### src/rtl/core/dssd_pkg.sv
// ----------------------------------------------------------------------------
// Differential stepper speed drive package
// Widths, constants, step sequences and controller interface types.
// ----------------------------------------------------------------------------
package dssd_pkg;

   localparam int TICK_RATE   = 15625;
   localparam int DIVIDEND_W  = 16;
   localparam int DIVISOR_W   = 14;
   localparam int SPEED_W     = 16;
   localparam int DELTA_W     = 15;
   localparam int ERROR_W     = 8;
   localparam int BASE_W      = 10;
   localparam int GAIN_W      = 6;
   localparam int COUNT_W     = 8;
   localparam int PHASE_W     = 2;
   localparam int COILS_W     = 4;
   localparam int CSR_ADDR_W  = 3;
   localparam int CSR_DATA_W  = 32;

   localparam logic [BASE_W-1:0] BASE_SPEED_RESET = BASE_W'(100);
   localparam logic [GAIN_W-1:0] GAIN_RESET       = GAIN_W'(10);

   localparam logic REG_BASE_SPEED = 1'b0;
   localparam logic REG_GAIN       = 1'b1;

   localparam logic CMD_TICK   = 1'b0;
   localparam logic CMD_UPDATE = 1'b1;

   typedef struct packed {
      logic capture;
      logic tick;
      logic mult;
      logic div_start;
      logic div_right;
      logic set_left;
      logic set_right;
      logic stop_left;
      logic stop_right;
      logic load_rsp;
   } dssd_cmd_type;

   typedef struct packed {
      logic left_pos;
      logic right_pos;
      logic div_done;
   } dssd_stat_type;

   function automatic logic [COILS_W-1:0] left_seq(input logic [PHASE_W-1:0] phase);
      logic [COILS_W-1:0] pat;
      unique case (phase)
         2'd0: pat = 4'h9;
         2'd1: pat = 4'hC;
         2'd2: pat = 4'h6;
         default: pat = 4'h3;
      endcase
      return pat;
   endfunction

   function automatic logic [COILS_W-1:0] right_seq(input logic [PHASE_W-1:0] phase);
      logic [COILS_W-1:0] pat;
      unique case (phase)
         2'd0: pat = 4'h3;
         2'd1: pat = 4'h6;
         2'd2: pat = 4'hC;
         default: pat = 4'h9;
      endcase
      return pat;
   endfunction

endpackage

### src/rtl/core/dssd_div.sv
// ----------------------------------------------------------------------------
// Differential stepper speed drive divider
// Restoring divider of the tick rate by a speed, one quotient bit per cycle.
// ----------------------------------------------------------------------------
module dssd_div #(
   parameter int TICK_RATE = dssd_pkg::TICK_RATE
) (
   input  logic                            clock,
   input  logic                            reset,
   input  logic                            start,
   input  logic [dssd_pkg::DIVISOR_W-1:0]  divisor,
   output logic                            done,
   output logic [dssd_pkg::DIVIDEND_W-1:0] quotient
);
   import dssd_pkg::*;

   localparam int CNT_W = $clog2(DIVIDEND_W + 1);

   logic                  busy_ff, busy_in;
   logic                  done_ff, done_in;
   logic [CNT_W-1:0]      cnt_ff, cnt_in;
   logic [DIVISOR_W-1:0]  dsr_ff, dsr_in;
   logic [DIVISOR_W-1:0]  rem_ff, rem_in;
   logic [DIVIDEND_W-1:0] quo_ff, quo_in;
   logic [DIVISOR_W:0]    rem_sh;
   logic [DIVISOR_W+1:0]  diff;

   assign rem_sh = {rem_ff, quo_ff[DIVIDEND_W-1]};
   assign diff   = {1'b0, rem_sh} - {2'b00, dsr_ff};

   always_comb begin
      busy_in = busy_ff;
      done_in = 1'b0;
      cnt_in  = cnt_ff;
      dsr_in  = dsr_ff;
      rem_in  = rem_ff;
      quo_in  = quo_ff;
      if (start) begin
         busy_in = 1'b1;
         cnt_in  = CNT_W'(DIVIDEND_W);
         dsr_in  = divisor;
         rem_in  = '0;
         quo_in  = DIVIDEND_W'(TICK_RATE);
      end else if (busy_ff) begin
         if (!diff[DIVISOR_W+1]) begin
            rem_in = diff[DIVISOR_W-1:0];
            quo_in = {quo_ff[DIVIDEND_W-2:0], 1'b1};
         end else begin
            rem_in = rem_sh[DIVISOR_W-1:0];
            quo_in = {quo_ff[DIVIDEND_W-2:0], 1'b0};
         end
         cnt_in = cnt_ff - CNT_W'(1);
         if (cnt_ff == CNT_W'(1)) begin
            busy_in = 1'b0;
            done_in = 1'b1;
         end
      end
   end

   always_ff @(posedge clock) begin
      if (reset) begin
         busy_ff <= 1'b0;
         done_ff <= 1'b0;
         cnt_ff  <= '0;
      end else begin
         busy_ff <= busy_in;
         done_ff <= done_in;
         cnt_ff  <= cnt_in;
      end
      dsr_ff <= dsr_in;
      rem_ff <= rem_in;
      quo_ff <= quo_in;
   end

   assign done     = done_ff;
   assign quotient = quo_ff;

endmodule

### src/rtl/core/dssd_datapath.sv
// ----------------------------------------------------------------------------
// Differential stepper speed drive datapath
// Speed arithmetic, step timers, coil patterns and the response register.
// ----------------------------------------------------------------------------
module dssd_datapath #(
   parameter int TICK_RATE = dssd_pkg::TICK_RATE
) (
   input  logic                                 clock,
   input  logic                                 reset,
   input  dssd_pkg::dssd_cmd_type               cmd,
   output dssd_pkg::dssd_stat_type              stat,
   input  logic signed [dssd_pkg::ERROR_W-1:0]  track_error,
   input  logic [dssd_pkg::BASE_W-1:0]          base_speed,
   input  logic [dssd_pkg::GAIN_W-1:0]          correction_gain,
   output logic [dssd_pkg::COILS_W-1:0]         left_coils,
   output logic [dssd_pkg::COILS_W-1:0]         right_coils,
   output logic                                 left_running,
   output logic                                 right_running
);
   import dssd_pkg::*;

   logic signed [ERROR_W-1:0] err_ff, err_in;
   logic signed [DELTA_W-1:0] delta_ff, delta_in;
   logic signed [SPEED_W-1:0] base_ext, delta_ext, left_spd, right_spd;
   logic [DIVISOR_W-1:0]      divisor;
   logic                      div_done;
   logic [DIVIDEND_W-1:0]     quotient;
   logic [COUNT_W-1:0]        period;

   logic [COUNT_W-1:0] lcnt_ff, lcnt_in, rcnt_ff, rcnt_in;
   logic [COUNT_W-1:0] lcmp_ff, lcmp_in, rcmp_ff, rcmp_in;
   logic [PHASE_W-1:0] lph_ff, lph_in, rph_ff, rph_in;
   logic [COILS_W-1:0] lpat_ff, lpat_in, rpat_ff, rpat_in;
   logic               len_ff, len_in, ren_ff, ren_in;

   logic [COILS_W-1:0] out_lc_ff, out_rc_ff;
   logic               out_lr_ff, out_rr_ff;

   assign err_in   = cmd.capture ? track_error : err_ff;
   assign delta_in = cmd.mult
                   ? DELTA_W'(err_ff) * DELTA_W'($signed({1'b0, correction_gain}))
                   : delta_ff;

   assign base_ext  = $signed({{(SPEED_W-BASE_W){1'b0}}, base_speed});
   assign delta_ext = SPEED_W'(delta_ff);
   assign left_spd  = base_ext - delta_ext;
   assign right_spd = base_ext + delta_ext;

   assign stat.left_pos  = !left_spd[SPEED_W-1] && (left_spd != '0);
   assign stat.right_pos = !right_spd[SPEED_W-1] && (right_spd != '0);
   assign stat.div_done  = div_done;

   assign divisor = cmd.div_right ? right_spd[DIVISOR_W-1:0] : left_spd[DIVISOR_W-1:0];

   dssd_div #(
      .TICK_RATE (TICK_RATE)
   ) u_div (
      .clock    (clock),
      .reset    (reset),
      .start    (cmd.div_start),
      .divisor  (divisor),
      .done     (div_done),
      .quotient (quotient)
   );

   always_comb begin
      priority if (quotient == '0) begin
         period = '0;
      end else if (quotient > DIVIDEND_W'(256)) begin
         period = '1;
      end else begin
         period = COUNT_W'(quotient - DIVIDEND_W'(1));
      end
   end

   always_comb begin
      lcnt_in = lcnt_ff;
      rcnt_in = rcnt_ff;
      lcmp_in = lcmp_ff;
      rcmp_in = rcmp_ff;
      lph_in  = lph_ff;
      rph_in  = rph_ff;
      lpat_in = lpat_ff;
      rpat_in = rpat_ff;
      len_in  = len_ff;
      ren_in  = ren_ff;
      if (cmd.tick) begin
         if (lcnt_ff == lcmp_ff) begin
            lcnt_in = '0;
            if (len_ff) begin
               lpat_in = left_seq(lph_ff);
               lph_in  = lph_ff + PHASE_W'(1);
            end
         end else begin
            lcnt_in = lcnt_ff + COUNT_W'(1);
         end
         if (rcnt_ff == rcmp_ff) begin
            rcnt_in = '0;
            if (ren_ff) begin
               rpat_in = right_seq(rph_ff);
               rph_in  = rph_ff + PHASE_W'(1);
            end
         end else begin
            rcnt_in = rcnt_ff + COUNT_W'(1);
         end
      end
      if (cmd.set_left) begin
         lcmp_in = period;
         len_in  = 1'b1;
      end
      if (cmd.stop_left) begin
         len_in = 1'b0;
      end
      if (cmd.set_right) begin
         rcmp_in = period;
         ren_in  = 1'b1;
      end
      if (cmd.stop_right) begin
         ren_in = 1'b0;
      end
   end

   always_ff @(posedge clock) begin
      if (reset) begin
         lcnt_ff <= '0;
         rcnt_ff <= '0;
         lcmp_ff <= '0;
         rcmp_ff <= '0;
         lph_ff  <= '0;
         rph_ff  <= '0;
         lpat_ff <= '0;
         rpat_ff <= '0;
         len_ff  <= 1'b0;
         ren_ff  <= 1'b0;
      end else begin
         lcnt_ff <= lcnt_in;
         rcnt_ff <= rcnt_in;
         lcmp_ff <= lcmp_in;
         rcmp_ff <= rcmp_in;
         lph_ff  <= lph_in;
         rph_ff  <= rph_in;
         lpat_ff <= lpat_in;
         rpat_ff <= rpat_in;
         len_ff  <= len_in;
         ren_ff  <= ren_in;
      end
      err_ff   <= err_in;
      delta_ff <= delta_in;
      if (cmd.load_rsp) begin
         out_lc_ff <= lpat_ff;
         out_rc_ff <= rpat_ff;
         out_lr_ff <= len_ff;
         out_rr_ff <= ren_ff;
      end
   end

   assign left_coils    = out_lc_ff;
   assign right_coils   = out_rc_ff;
   assign left_running  = out_lr_ff;
   assign right_running = out_rr_ff;

endmodule

### src/rtl/core/dssd_ctrl.sv
// ----------------------------------------------------------------------------
// Differential stepper speed drive controller
// Sequences ticks and speed updates and owns both handshakes.
// ----------------------------------------------------------------------------
module dssd_ctrl (
   input  logic                    clock,
   input  logic                    reset,
   input  logic                    req_valid,
   output logic                    req_ready,
   input  logic                    req_command,
   output logic                    rsp_valid,
   input  logic                    rsp_ready,
   output dssd_pkg::dssd_cmd_type  cmd,
   input  dssd_pkg::dssd_stat_type stat
);
   import dssd_pkg::*;

   localparam logic [2:0] ST_IDLE  = 3'd0;
   localparam logic [2:0] ST_MULT  = 3'd1;
   localparam logic [2:0] ST_LEFT  = 3'd2;
   localparam logic [2:0] ST_LDIV  = 3'd3;
   localparam logic [2:0] ST_RIGHT = 3'd4;
   localparam logic [2:0] ST_RDIV  = 3'd5;
   localparam logic [2:0] ST_DONE  = 3'd6;

   logic [2:0] state_ff, state_in;
   logic       rsp_valid_ff, rsp_valid_in;

   always_comb begin
      state_in = state_ff;
      cmd      = '0;
      unique case (state_ff)
         ST_IDLE: begin
            if (req_valid) begin
               if (req_command == CMD_UPDATE) begin
                  cmd.capture = 1'b1;
                  state_in    = ST_MULT;
               end else begin
                  cmd.tick = 1'b1;
                  state_in = ST_DONE;
               end
            end
         end
         ST_MULT: begin
            cmd.mult = 1'b1;
            state_in = ST_LEFT;
         end
         ST_LEFT: begin
            if (stat.left_pos) begin
               cmd.div_start = 1'b1;
               state_in      = ST_LDIV;
            end else begin
               cmd.stop_left = 1'b1;
               state_in      = ST_RIGHT;
            end
         end
         ST_LDIV: begin
            if (stat.div_done) begin
               cmd.set_left = 1'b1;
               state_in     = ST_RIGHT;
            end
         end
         ST_RIGHT: begin
            cmd.div_right = 1'b1;
            if (stat.right_pos) begin
               cmd.div_start = 1'b1;
               state_in      = ST_RDIV;
            end else begin
               cmd.stop_right = 1'b1;
               state_in       = ST_DONE;
            end
         end
         ST_RDIV: begin
            if (stat.div_done) begin
               cmd.set_right = 1'b1;
               state_in      = ST_DONE;
            end
         end
         ST_DONE: begin
            if (!rsp_valid_ff || rsp_ready) begin
               cmd.load_rsp = 1'b1;
               state_in     = ST_IDLE;
            end
         end
         default: begin
            state_in = ST_IDLE;
         end
      endcase
   end

   always_comb begin
      priority if (cmd.load_rsp) begin
         rsp_valid_in = 1'b1;
      end else if (rsp_ready) begin
         rsp_valid_in = 1'b0;
      end else begin
         rsp_valid_in = rsp_valid_ff;
      end
   end

   always_ff @(posedge clock) begin
      if (reset) begin
         state_ff     <= ST_IDLE;
         rsp_valid_ff <= 1'b0;
      end else begin
         state_ff     <= state_in;
         rsp_valid_ff <= rsp_valid_in;
      end
   end

   assign req_ready = (state_ff == ST_IDLE);
   assign rsp_valid = rsp_valid_ff;

endmodule

### src/rtl/core/differential_stepper_speed_drive_top.sv
// ----------------------------------------------------------------------------
// Differential stepper speed drive
// Drives two 4-phase stepper motors at speeds set by a line-tracking error.
// A tick request advances both step timers. An update request computes
// base_speed minus and plus error times gain, turns each positive speed into
// a compare period with one run of the shared 16-step restoring divider and
// stops each motor whose speed is not positive. The divider sets the update
// time. A new request is taken while the previous response still waits in
// the output register. Both registers sit behind the APB-style port; the
// user must write them only while no request is in flight, as the block
// does not enforce it.
// ----------------------------------------------------------------------------
module differential_stepper_speed_drive_top #(
   parameter int TICK_RATE = dssd_pkg::TICK_RATE
) (
   input  logic                                 clock,
   input  logic                                 reset,
   input  logic                                 req_valid,
   output logic                                 req_ready,
   input  logic                                 req_command,
   input  logic signed [dssd_pkg::ERROR_W-1:0]  req_track_error,
   output logic                                 rsp_valid,
   input  logic                                 rsp_ready,
   output logic [dssd_pkg::COILS_W-1:0]         rsp_left_coils,
   output logic [dssd_pkg::COILS_W-1:0]         rsp_right_coils,
   output logic                                 rsp_left_running,
   output logic                                 rsp_right_running,
   input  logic                                 csr_psel,
   input  logic                                 csr_penable,
   input  logic                                 csr_pwrite,
   input  logic [dssd_pkg::CSR_ADDR_W-1:0]      csr_paddr,
   input  logic [dssd_pkg::CSR_DATA_W-1:0]      csr_pwdata,
   output logic [dssd_pkg::CSR_DATA_W-1:0]      csr_prdata,
   output logic                                 csr_pready
);
   import dssd_pkg::*;

   logic [BASE_W-1:0] base_ff, base_in;
   logic [GAIN_W-1:0] gain_ff, gain_in;
   logic              csr_wr;
   dssd_cmd_type      cmd;
   dssd_stat_type     stat;

   assign csr_pready = 1'b1;
   assign csr_wr     = csr_psel && csr_penable && csr_pwrite;

   always_comb begin
      base_in = base_ff;
      gain_in = gain_ff;
      if (csr_wr) begin
         unique case (csr_paddr[2])
            REG_BASE_SPEED: base_in = csr_pwdata[BASE_W-1:0];
            REG_GAIN:       gain_in = csr_pwdata[GAIN_W-1:0];
            default:        base_in = base_ff;
         endcase
      end
   end

   always_comb begin
      unique case (csr_paddr[2])
         REG_BASE_SPEED: csr_prdata = CSR_DATA_W'(base_ff);
         REG_GAIN:       csr_prdata = CSR_DATA_W'(gain_ff);
         default:        csr_prdata = '0;
      endcase
   end

   always_ff @(posedge clock) begin
      if (reset) begin
         base_ff <= BASE_SPEED_RESET;
         gain_ff <= GAIN_RESET;
      end else begin
         base_ff <= base_in;
         gain_ff <= gain_in;
      end
   end

   dssd_ctrl u_ctrl (
      .clock       (clock),
      .reset       (reset),
      .req_valid   (req_valid),
      .req_ready   (req_ready),
      .req_command (req_command),
      .rsp_valid   (rsp_valid),
      .rsp_ready   (rsp_ready),
      .cmd         (cmd),
      .stat        (stat)
   );

   dssd_datapath #(
      .TICK_RATE (TICK_RATE)
   ) u_datapath (
      .clock           (clock),
      .reset           (reset),
      .cmd             (cmd),
      .stat            (stat),
      .track_error     (req_track_error),
      .base_speed      (base_ff),
      .correction_gain (gain_ff),
      .left_coils      (rsp_left_coils),
      .right_coils     (rsp_right_coils),
      .left_running    (rsp_left_running),
      .right_running   (rsp_right_running)
   );

endmodule

### config.mk
export PLATFORM = sky130hd
export DESIGN_NAME = differential_stepper_speed_drive_top
export DESIGN_NICKNAME = d
export VERILOG_FILES = /design/src/rtl/core/dssd_pkg.sv /design/src/rtl/core/dssd_div.sv /design/src/rtl/core/dssd_datapath.sv /design/src/rtl/core/dssd_ctrl.sv /design/src/rtl/core/differential_stepper_speed_drive_top.sv
export SDC_FILE = /design/constraint.sdc
export NUM_CORES = 1
export LEC_CHECK = 0
export ABC_AREA = 1
export ABC_CLOCK_PERIOD_IN_PS = 4200
export BUFFER_PORTS_ARGS = -buffer_cell sky130_fd_sc_hd__buf_2
export CAP_MARGIN = 30
export CORE_MARGIN = 2
export CORE_UTILIZATION = 23
export CTS_CLUSTER_DIAMETER = 200
export CTS_CLUSTER_SIZE = 10
export DETAILED_ROUTE_END_ITERATION = 12
export PLACE_DENSITY = 0.45
export SLEW_MARGIN = 20
export SYNTH_ARGS = -nofsm -noshare
export SYNTH_HDL_FRONTEND = slang
export SYNTH_SLANG_ARGS = --single-unit
export TNS_END_PERCENT = 5
### constraint.sdc
create_clock -name clock -period 4.2 [get_ports clock]
set_clock_uncertainty 0.2 [all_clocks]
set_input_delay 0.42 -clock clock [delete_from_list [all_inputs] [get_ports clock]]
set_output_delay 0.42 -clock clock [all_outputs]
set_load 0.05 [all_outputs]
# Word-level counts from Yosys, hierarchy flattened
# Index checks and enable logic that the tools add are counted.
[totals]
reg_bits = 150
inputBits = 51
[op_classes]
n_addsub = 9
muxes = 44
n_eq_ne = 17
order_cmp = 1
reduce_logical = 25
n_bitwise = 2
mul = 1
[ops]
columns = ["cell", "count"]
rows = [
  ["32-bit one-hot mux with 2 select lines", 1],
  ["8-bit two-way mux", 4],
  ["16-bit nonzero test", 2],
  ["14-bit two-way mux", 2],
  ["4-bit one-hot mux with 3 select lines", 2],
  ["1-bit two-way mux", 22],
  ["3-bit one-hot mux with 7 select lines", 1],
  ["3-bit two-way mux", 6],
  ["11-bit by 15-bit adder with 16-bit output", 1],
  ["8-bit by 1-bit adder with 8-bit output, second input constant", 2],
  ["8-bit == test", 2],
  ["16-bit by 9-bit > comparator with 1-bit output, second input constant", 1],
  ["16-bit logical NOT", 1],
  ["11-bit by 15-bit subtractor with 16-bit output", 1],
  ["15-bit by 14-bit subtractor with 16-bit output", 1],
  ["8-bit by 7-bit multiplier with 15-bit output", 1],
  ["5-bit two-way mux", 2],
  ["3-bit == test, second input constant", 3],
  ["8-bit by 1-bit subtractor with 8-bit output, second input constant", 1],
  ["3-bit by 2-bit == test with 1-bit output, second input constant", 2],
  ["2-bit two-way mux", 3],
  ["2-bit by 1-bit != test with 1-bit output, second input constant", 3],
  ["3-bit AND reduction", 2],
  ["2-bit OR reduction", 3],
  ["18 further kinds", 30],
]

# Longest topological paths before layout
# Gate-level depths: netlist of run 1.
[depth]
depth_word = 6
mapped_depth = 21

# Modules after synthesis
# From an unflattened synthesis of run 1, not the netlist that was laid out.
[hier_totals]
cells_unflattened = 1627
hier_area_um2 = 11426.0
[by_module_without_submodules]
columns = ["mod", "area_each_um2", "cells_per_inst", "seq_area_each_um2", "n_inst"]
rows = [
  ["dssd_datapath", 7124.3, 1001, 1871.8, 1],
  ["dssd_div", 2929.1, 407, 1161.1, 1],
  ["differential_stepper_speed_drive_top", 982.2, 150, 320.3, 1],
  ["dssd_ctrl", 390.4, 69, 80.1, 1],
]

# Worst setup path before layout of run 1
# OpenSTA, ideal clock, no wires.
[synth_timing]
path_kind = "reg-to-reg"
start = "register gain_ff[1]"
end = "register u_datapath.delta_ff[14] (data pin)"
required_ps = 3736
setup_time_ps = 264
path_buffers = 1
stages_incl_launch_ff = 19
t_arrival_ps = 3901
path_slack_ps = -164
period_less_slack_ps = 4364
cell_sequence = "dfxtp_1 clkbuf_1 nand2_1 inv_1 fa_1 fa_1 fa_1 inv_1 fa_1 inv_1 ha_1 nand2_1 inv_1 nand3_1 o221ai_1 nand3_1 nand2_1 a31oi_1 xor2_1"
[synth_via]
elab_chain_cells = 1
[synth_lines]
columns = ["item", "line_no", "text"]
rows = [
  ["start, declared", "differential_stepper_speed_drive_top.sv:39", "logic [GAIN_W-1:0] gain_ff, gain_in;"],
  ["start signal, assigned", "differential_stepper_speed_drive_top.sv:73", "gain_ff <= gain_in;"],
  ["8-bit by 7-bit multiplier with 15-bit output", "dssd_datapath.sv:41", "? DELTA_W'(err_ff) * DELTA_W'($signed({1'b0, correction_gain}))"],
  ["end signal, assigned", "dssd_datapath.sv:148", "delta_ff <= delta_in;"],
  ["end, declared", "dssd_datapath.sv:23", "logic signed [DELTA_W-1:0] delta_ff, delta_in;"],
]
# No other way between the ends.
# A chain may end at the register's enable or synchronous reset.

# Worst setup path after layout of run 1
[layout_timing]
start = "register u_datapath.err_ff[6]"
end = "register u_datapath.delta_ff[14] (data pin)"
[layout_via]
elab_chain_cells = 1
[layout_lines]
columns = ["item", "line_no", "text"]
rows = [
  ["start, declared", "dssd_datapath.sv:22", "logic signed [ERROR_W-1:0] err_ff, err_in;"],
  ["start signal, assigned", "dssd_datapath.sv:147", "err_ff <= err_in;"],
  ["8-bit by 7-bit multiplier with 15-bit output", "dssd_datapath.sv:41", ""],
]
# No other way between the ends.

==> impl_metrics.csv, run 1 <==
group,metric,value,unit
global_route,antenna_found_initial,1,
placed_design,place_ws,-0.187,ns
outcome,violations,"negative setup slack",
layout,syn_to_final_growth,17.7,%
yosys,yosysSeqAreaShare,0.323,
placed_design,dpl_cell_area,11700,um2
global_route,grtUsageMet2,0.181,
clocking,clock_latency,0.44,ns
die,coreArea,45500,um2
die,ios,96,
clocking,path_clk_slew,0.06,ns
sta,worst_pin_slew,0.823,ns
sta,min_period,4.28,ns
yosys,yosys_most_used_dff,"dfxtp_1",
yosys,ys_seq_elements,148,
sta,fmax,0.234,GHz
yosys,async_flop_share,0,
placed_design,place_hpwl,20600,um
routing,drt_wl_total,25400,um
sta,rsz0062_at_grt,"true",
placed_design,port_buffers,48,
layout,multi_input_area,6110,um2
yosys,ys_types,54,
layout,final_net_count,1676,
die,start_util,0.234,
power_and_ir_drop,power.density,516,nW/um2
worst_setup_path,cp-end-kind,"flip-flop",
global_route,grt_pass1_vias,8506,
placed_design,gp_congestion,0.833,
worst_setup_path,arrival,4.25,ns
sta,post-route-period-util,1.02,
min_path,min_path_type,"in -> reg",
worst_setup_path,crit_fanout,3,
power_and_ir_drop,p_total,6.47,mW
routing,drc,0,
sta,maxSlewHeadroom,0.450,
layout,fillers,5024,
routing,viasPerCell,4.16,
worst_setup_path,cpMostUsedCell,"fa_1",
yosys,syn_inst,1417,
global_route,use_met3,0.0252,
global_route,grt_pass1_wl,41900,um
outcome,status,"finished with violations",
sta,hold_violations,0,
die,die_w,219,um
layout,seq_area,3430,um2
sta,whs,0.0262,ns
routing,postRouteAntennaNets,0,
clocking,root_buffer,"clkbuf_16",
global_route,use_met1,0.142,
sta,fin_tns_setup,-0.0771,ns
sta,setup_ws,-0.0771,ns
worst_setup_path,critPathTopFamily,"adder cells",
clocking,numCtsBuffers,17,
clocking,cts_tree,"built",
yosys,syn-cell-area,10600,um2
clocking,clockBufferDepth,2,
layout,final_cell_area,12500,um2
job,maxCapViolations,0,
yosys,yosys-top-cells-area,"dfxtp_1, edfxtp_1, nand2_1",
routing,vias,8824,
worst_setup_path,required,4.18,ns
yosys,synth-edff-count,47,
sta,drv_slew,0,
worst_setup_path,critPathKind,"reg -> reg",
global_route,global_route.overflow_total,0,
worst_setup_path,cp_slowest_stage_delay,0.52,ns
die,rows,78,
routing,first_pass_iters,5,
sta,setup-violations-final,1,
yosys,synth_top_area_cell,"dfxtp_1",
global_route,grt_max_degree,29,
worst_setup_path,cp_slowest_cell,"fa_1",
placed_design,post-place-cells,2072,
routing,first_iter_violations,355,
worst_setup_path,critPathLaunchType,"flip-flop",
die,fp.dieArea,48000,um2
die,die-height,219,um
worst_setup_path,crit_path_cell_trace,"buf_6 > nand2_4 > inv_2 > fa_1 > fa_1 > fa_1 > inv_1 > fa_1 > inv_2 > ha_4 > nand2_4 > inv_2 > nand3_2 > o221ai_2 > nand3_1 > nand2_1 > a31oi_1 > xor2_1",
power_and_ir_drop,p_leak,6.05,nW
power_and_ir_drop,ir_drop,0.000209,V
yosys,avgSynthCellArea,7.51,um2
yosys,ys_warn_count,0,
global_route,grt.busiest_layer,"met2",
layout,final_cell_count_no_fill,2122,
layout,drive_above_1_share,0.130,
worst_setup_path,critical_path_buf_inv_count,5,
yosys,netlist.area_leader.share,0.190,
clocking,htreeDepth,4,
global_route,grt.total_usage,0.109,
clocking,cts.sink_count,148,
layout,final_util,0.276,
routing,routedWlPerCell,12.0,um
-- area by class of cell --
class	count	area share
multi-input cells	975	0.488
flip-flops and latches	148	0.274
inverters	257	0.0772
well taps	600	0.0599
repair buffers	110	0.0587
clock buffers	24	0.0384
clock inverters	7	0.00379
diodes	1	0.000200
-- synth_stat cells (3+ instances only) --
library cell / number
nand2_1: 305
inv_1: 247
nor2_1: 110
dfxtp_1: 101
a21oi_1: 96
o21ai_0: 81
ha_1: 78
nand3_1: 69
edfxtp_1: 47
fa_1: 38
xor2_1: 30
buf_4: 26
clkbuf_1: 25
xnor2_1: 20
nand4_1: 16
nor3_1: 15
or2_2: 8
a211oi_1: 7
nor3b_1: 7
nor4_1: 7
a31oi_1: 6
inv_2: 6
nor3_2: 6
o211ai_1: 6
o21bai_1: 6
a211oi_2: 4
buf_6: 4
nand3_2: 4
nor2_2: 4
a21o_1: 3
and2_1: 3
buf_2: 3
clkinv_1: 3
-- layout by cell type (no fill, tap or decap), types with 7 or more instances in the layout --
| cell type | Yosys | layout |
|---|---|---|
| edfxtp_1 | 47 | 47 |
| buf_4 | 26 | 49 |
| dlygate4sd3_1 | 0 | 10 |
| dfxtp_1 | 101 | 100 |
| o21ai_0 | 81 | 78 |
| nand3_1 | 69 | 68 |
| a21oi_1 | 96 | 91 |
| a211oi_1 | 7 | 7 |
| nand2_1 | 305 | 303 |
| ha_1 | 78 | 72 |
| xnor2_1 | 20 | 20 |
| nor3b_1 | 7 | 7 |
| inv_2 | 6 | 12 |
| or2_2 | 8 | 8 |
| inv_1 | 247 | 241 |
| a21oi_2 | 2 | 7 |
| buf_2 | 3 | 49 |
| conb_1 | 2 | 23 |
| nor3_1 | 15 | 15 |
| clkbuf_16 | 0 | 17 |
| nor2_1 | 110 | 110 |
| fa_1 | 38 | 37 |
| nand4_1 | 16 | 16 |
| xor2_1 | 30 | 30 |
-- tightest hold or removal path: stages --
cell and delay [ns]:
buf_2 0.09, nor2_1 0.04, nor2_1 0.08
-- cells by family after synthesis --
logic type	Yosys count	synth area share
xor gates and xnor gates	50	0.0411
adders and majority gates	116	0.163
DFF	148	0.323
buffers and inverters	315	0.124
other	2	0.000706
and+or+nand+nor	560	0.229
AOI/OAI and AO/OA	226	0.120
-- power by group --
group | switching, mW | leakage, nW | internal (mW)
Sequential | 0.215 | 1.26 | 1.84
Combinational | 1.89 | 4.53 | 1.13
Clock | 0.593 | 0.261 | 0.799
Total | 2.70 | 6.05 | 3.77
-- sequential cells by signal, summed over array words and instances, names as in the netlist, 4 cells and up --
name / flops
base_ff: 10
u_datapath.err_ff: 8
u_datapath.u_div.dsr_ff: 14
u_datapath.lcnt_ff: 8
u_datapath.u_div.quotient: 16
u_datapath.u_div.rem_ff: 14
u_datapath.lcmp_ff: 8
u_datapath.right_coils: 4
u_datapath.u_div.cnt_ff: 5
gain_ff: 6
u_datapath.rcnt_ff: 8
u_datapath.delta_ff: 15
u_datapath.left_coils: 4
u_datapath.rcmp_ff: 8
-- path summary, 6_finish.rpt --
path / cells after the start / startpoint / end / slack, ns
setup / recovery: 18 / u_datapath.err_ff[6] / u_datapath.delta_ff[14] / -0.08
hold / removal: 3 / csr_pwdata[4] / gain_ff[4] / 0.03
setup reg to reg: 18 / u_datapath.err_ff[6] / u_datapath.delta_ff[14] / -0.08
hold reg to reg: 0 / u_datapath.len_ff / u_datapath.left_running / 0.23
-- routing by layer --
metal / vias to the layer above / wire length (um)
met5: - / 0
met3: 28 / 798
li1: 4664 / -
met2: 101 / 11800
met4: 0 / 420
met1: 4031 / 12400
-- what timing repair did --
item,CTS,global route
setup endpoints to repair,5,7
pin swaps,6,19
cloned,0,0
resized for setup,9,19
endpoints found under the hold margin,10,0
hold buffers,10,0
buffers inserted,5,2
Note: power is estimated with default switching activity, not from simulation.
==> run 2: changes to the inputs <==
- BUFFER_PORTS_ARGS: -buffer_cell sky130_fd_sc_hd__buf_2 -> unset
- DONT_BUFFER_PORTS: unset -> 1
- GPL_TIMING_DRIVEN: unset -> 0
- PLACE_DENSITY: 0.45 -> 0.43
==> run 2 against run 1 <==
Compared with the run above:
- the run still ends with negative setup slack left
- total power increased by 1.7%
- sequential cell count unchanged
- non-clock buffer count down 12
- die area did not move
- register-to-register slack gained 0.04 ns
- clock power increased by 4%
- critical path depth decreased by 1
- critical path type unchanged
- highest routed layer unchanged
==> impl_metrics.csv, run 2 (synthesis gave the netlist of run 1 again) <==
group,metric,value,unit
layout,largest_reg_flops,16,
clocking,cts_tree,"built",
layout,final_cell_count_no_fill,2110,
routing,first_pass_iters,4,
worst_setup_path,required,4.18,ns
sta,setup-violations-final,3,
power_and_ir_drop,power.density,525,nW/um2
routing,first_iter_violations,410,
worst_setup_path,crit_path_end,"u_datapath.delta_ff[14]",
layout,final_net_count,1664,
layout,fillers,5012,
worst_setup_path,crit_fanout,5,
worst_setup_path,cp-startpoint,"u_datapath.err_ff[4]",
clocking,numCtsBuffers,17,
worst_setup_path,r2r_slack,-0.03,ns
die,rows,78,
die,ios,96,
global_route,grt_pass1_wl,43400,um
global_route,antenna_found_initial,0,
worst_setup_path,arrival,4.21,ns
placed_design,gp_congestion,0.851,
job,maxCapViolations,0,
placed_design,port_buffers,0,
power_and_ir_drop,ir_drop,0.000201,V
clocking,htreeDepth,4,
global_route,grt.total_usage,0.114,
sta,fin_tns_setup,-0.0485,ns
worst_setup_path,cp_slowest_cell,"fa_1",
placed_design,post-place-cells,2042,
worst_setup_path,critPathKind,"reg -> reg",
placed_design,place_hpwl,21500,um
outcome,status,"finished with violations",
layout,layout_common_cells,"nand2_1, inv_1, nor2_1",
clocking,cts.sink_count,148,
worst_setup_path,cp_slowest_stage_delay,0.54,ns
routing,vias,8856,
sta,maxSlewHeadroom,0.325,
outcome,violations,"negative setup slack",
routing,viasPerCell,4.20,
worst_setup_path,r2r_start,"u_datapath.err_ff[4]",
layout,drive_above_1_share,0.109,
clocking,clock_latency,0.44,ns
die,coreArea,45500,um2
worst_setup_path,critPathLaunchType,"flip-flop",
sta,hold_violations,0,
sta,fmax,0.236,GHz
sta,min_period,4.23,ns
layout,multi_input_area,6120,um2
global_route,global_route.overflow_total,0,
sta,setup_ws,-0.0338,ns
routing,postRouteAntennaNets,0,
die,die-height,219,um
sta,rsz0062_at_grt,"true",
layout,seq_area,3440,um2
worst_setup_path,cp-end-kind,"flip-flop",
clocking,clockBufferDepth,2,
sta,worst_pin_slew,1.01,ns
layout,syn_to_final_growth,17.9,%
sta,post-route-period-util,1.01,
min_path,min_path_type,"in -> reg",
layout,antenna_cells,0,
routing,drc,0,
sta,drv_slew,0,
worst_setup_path,crit_path_cell_trace,"buf_4 > nand2_1 > inv_1 > fa_1 > ha_1 > inv_1 > fa_1 > fa_1 > inv_1 > ha_4 > nand3_1 > and2_4 > o221ai_4 > nand3_2 > nand2_2 > a31oi_1 > xor2_1",
die,fp.dieArea,48000,um2
power_and_ir_drop,p_leak,5.96,nW
routing,drt_wl_total,26700,um
worst_setup_path,reg2reg_depth,17,
clocking,path_clk_slew,0.07,ns
die,die_w,219,um
worst_setup_path,worstReg2RegEnd,"u_datapath.delta_ff[14]",
die,start_util,0.234,
global_route,grt_pass1_vias,8547,
global_route,grt_max_degree,24,
layout,layout_commonest_cell,"nand2_1",
routing,routedWlPerCell,12.6,um
clocking,root_buffer,"clkbuf_16",
run 2: layer usage:
metal	up-vias	GRT usage	share of wire
li1	4633	-	-
met1	4089	0.152	0.50
met2	108	0.186	0.46
met3	26	0.0255	0.030
met4	0	0.0304	0.015
met5	-	0	0
run 2: worst max-delay path: cells and delay by family (launching register included):
family | cells | cell delay [ns]
xor+xnor | 1 | 0.18
buf+inv | 4 | 0.33
simple gates | 5 | 0.48
compound gates | 2 | 0.26
flops | 1 | 0.45
fa+ha+maj | 5 | 2.06
run 2: area by class of cell:
| type | instances | area share |
|---|---|---|
| multi-input combinational | 975 | 0.488 |
| tap | 600 | 0.0599 |
| inverter | 257 | 0.0771 |
| sequential | 148 | 0.274 |
| clock inverter | 11 | 0.00728 |
| timing repair buffer | 45 | 0.0303 |
| clock buffer | 21 | 0.0367 |
| buffer | 53 | 0.0263 |
run 2: through the flow:
stage / cell area (um2) / hold slack, ns / power (mW) / worst slack, ns / utilization
floorplan: 10800 / 0.208 / 4.28 / -0.00796 / -
detailed placement: 11600 / 0.217 / 4.97 / -0.373 / 0.254
finish: 12500 / 0.0281 / 6.58 / -0.0338 / 0.276
global placement: 11500 / 0.217 / 4.95 / -0.353 / 0.253
CTS: 12500 / 0.0110 / 6.59 / -0.125 / 0.274
global route: 12500 / 0.0458 / 7.16 / -0.224 / 0.276
run 2: report_power, final:
group          internal [mW]  total (mW)  leakage [nW]  switching [mW]
registers               1.84        2.06          1.25           0.227
logic                   1.13        3.06          4.43            1.93
clock network          0.801        1.45         0.272           0.651
total                   3.77        6.58          5.96            2.81
run 2: what timing repair did:
| item | CTS | global route |
|---|---|---|
| gates resized for setup | 20 | 10 |
| hold endpoints to repair | 24 | 0 |
| setup buffers | 18 | 5 |
| hold buffers | 18 | 0 |
| setup endpoints to repair | 5 | 5 |
| pin swaps | 21 | 9 |
run 2: how the worst min path moves through the flow:
| stage | start | to | slack (ns) | depth (start not counted) |
|---|---|---|---|---|
| 3_3_place_gp | u_datapath.lpat_ff[0] | u_datapath.left_coils[0] | 0.22 | 0 |
| 4_1_cts | rsp_ready | u_ctrl.rsp_valid | 0.01 | 3 |
| 2_1_floorplan | u_datapath.len_ff | u_datapath.left_running | 0.21 | 0 |
| 5_1_grt | rsp_ready | u_ctrl.rsp_valid | 0.05 | 3 |
| 3_5_place_dp | u_datapath.lpat_ff[0] | u_datapath.left_coils[0] | 0.22 | 0 |
| 6_report | rsp_ready | u_ctrl.rsp_valid | 0.03 | 3 |
==> run 3: changes to the inputs <==
- ABC_CLOCK_PERIOD_IN_PS: 4200 -> 4800
- PLACE_DENSITY: 0.43 -> 0.42
- clock period: 4.2 -> 4.8 ns (I/O delays scaled with it)
==> run 3 against run 2 <==
Compared with the run above:
- the flow now finishes without violations
- combinational power shrank 19%
- fmax shrank 6.1%
- routed wire length shrank 0.67%
- die area is the same
- sequential power shrank 12%
- critical path depth is the same
- cell area shrank 2.3%
- worst setup slack gained 0.33 ns
- total power shrank 14%
==> impl_metrics.csv, run 3 (synthesis gave the netlist of run 1 again) <==
group,metric,value,unit
sta,setup-violations-final,0,
clocking,clockBufferDepth,2,
sta,worst_pin_slew,0.999,ns
worst_setup_path,reg2reg_depth,17,
job,maxCapViolations,0,
clocking,cts.sink_count,148,
global_route,global_route.overflow_total,0,
sta,rsz0062_at_grt,"false",
layout,largest_reg_flops,16,
routing,drt_wl_total,26500,um
sta,post-route-period-util,0.939,
routing,postRouteAntennaNets,0,
clocking,cts_tree,"built",
routing,first_iter_violations,388,
min_path,hp-start,"csr_pwdata[7]",
layout,layout_commonest_cell,"nand2_1",
placed_design,port_buffers,0,
global_route,grt_pass1_vias,8505,
placed_design,gp_congestion,0.868,
placed_design,place_ws,-0.0286,ns
routing,vias,8695,
sta,min_period,4.51,ns
clocking,post_cts_buffers,0,
min_path,min_path_type,"in -> reg",
clocking,root_buffer,"clkbuf_16",
sta,maxSlewHeadroom,0.331,
global_route,antenna_found_initial,0,
worst_setup_path,cp-end-kind,"flip-flop",
layout,drive_above_1_share,0.0808,
min_path,min_to,"base_ff[7]",
power_and_ir_drop,power.density,462,nW/um2
routing,first_pass_iters,5,
layout,final_net_count,1639,
sta,hold_violations,0,
routing,viasPerCell,4.17,
power_and_ir_drop,p_leak,5.86,nW
placed_design,dpl_cell_area,11500,um2
die,coreArea,45500,um2
layout,layout_common_cells,"nand2_1, inv_1, nor2_1",
power_and_ir_drop,ir_drop,0.000223,V
global_route,grt_pass1_wl,43300,um
die,die-height,219,um
worst_setup_path,critPathLaunchType,"flip-flop",
clocking,htreeDepth,4,
worst_setup_path,cp_slowest_cell,"fa_1",
worst_setup_path,r2r_start,"u_datapath.err_ff[7]",
worst_setup_path,crit_path_cell_trace,"nand2_1 > inv_1 > fa_1 > fa_1 > fa_1 > inv_1 > fa_1 > inv_1 > ha_1 > nand2_1 > inv_1 > nand3_1 > o221ai_2 > nand3_1 > nand2_1 > a31oi_1 > xor2_1",
clocking,numCtsBuffers,17,
layout,final_cell_area,12300,um2
die,start_util,0.234,
sta,setup_ws,0.293,ns
worst_setup_path,cp_slowest_stage_delay,0.56,ns
worst_setup_path,critPathKind,"reg -> reg",
min_path,hold_depth,2,
die,die_w,219,um
sta,drv_slew,0,
worst_setup_path,arrival,4.49,ns
worst_setup_path,required,4.79,ns
worst_setup_path,r2r_slack,0.29,ns
worst_setup_path,worstReg2RegEnd,"u_datapath.delta_ff[14]",
die,ios,96,
sta,fmax,0.222,GHz
clocking,path_clk_slew,0.06,ns
placed_design,place_hpwl,21500,um
routing,routedWlPerCell,12.7,um
worst_setup_path,crit_fanout,6,
outcome,status,"complete, no violations",
die,fp.dieArea,48000,um2
global_route,grt.total_usage,0.115,
die,rows,78,
routing,drc,0,
layout,antenna_cells,0,
layout,syn_to_final_growth,15.2,%
clocking,clock_latency,0.45,ns
global_route,grt_max_degree,24,
-- run 3: changes by cell type in the layout (fill, tap and decap cells not counted), moves of 3 or more --
cell,delta
ha_4,-5
inv_1,+6
ha_1,+6
dlygate4sd3_1,-3
a21oi_1,+3
buf_4,-23
a21oi_2,-3
inv_2,-6
-- run 3: worst max-delay path by stage --
stage	startpoint	to
after floorplan	gain_ff[1]	u_datapath.delta_ff[14]
after global placement	gain_ff[1]	u_datapath.delta_ff[14]
after detailed placement	gain_ff[1]	u_datapath.delta_ff[14]
after CTS	gain_ff[1]	u_datapath.delta_ff[14]
after global routing	u_datapath.err_ff[7]	u_datapath.delta_ff[14]
final	u_datapath.err_ff[7]	u_datapath.delta_ff[14]
-- run 3: routing by layer --
metal / global-route usage / part of all wire / up-vias
li1: - / - / 4596
met1: 0.155 / 0.50 / 3972
met2: 0.182 / 0.45 / 94
met3: 0.0272 / 0.027 / 33
met4: 0.0324 / 0.019 / 0
met5: 0 / 0 / -
-- run 3: power breakdown --
part | leakage, nW | total (mW) | internal (mW) | switching [mW]
combinational | 4.31 | 2.48 | 0.871 | 1.61
sequential | 1.25 | 1.81 | 1.61 | 0.201
clock | 0.297 | 1.37 | 0.789 | 0.578
-- run 3: what timing repair did --
action | in CTS | in global routing
gates resized for setup | 1 | 7
hold endpoints to repair | 19 | 0
hold buffers | 15 | 0
endpoints found under the setup margin | 2 | 3
gates cloned | 0 | 0
-- run 3: worst max-delay path: cells and delay by family (launching register included) --
family	cells	cell delay [ns]
AO/OA/AOI/OAI	2	0.32
AND/OR/NAND/NOR	5	0.50
flip-flops	1	0.47
XOR/XNOR	1	0.15
adder cells (fa/ha/maj)	5	2.36
buffers and inverters	4	0.25
-- run 3: layout make-up --
class / count / area, um2
multi-input combinational: 975 / 6000
clock inverter: 13 / 145
fill: 5039 / 33200
tap: 600 / 751
clock buffer: 19 / 443
inverter: 257 / 967
buffer: 54 / 334
timing repair buffer: 19 / 178
sequential: 148 / 3440
-- run 3: metrics by stage --
stage                     utilization  hold WS [ns]  power [mW]  TNS [ns]  instances
after floorplan                     -         0.208        3.72         0       1438
after detailed placement        0.253         0.216        4.31   -0.0385       2042
after global placement          0.252         0.217        4.30   -0.0355       2038
after CTS                       0.269       0.00749        5.73         0       2087
final                           0.270        0.0309        5.66         0       2085
after global routing            0.270        0.0350        6.19         0       2085
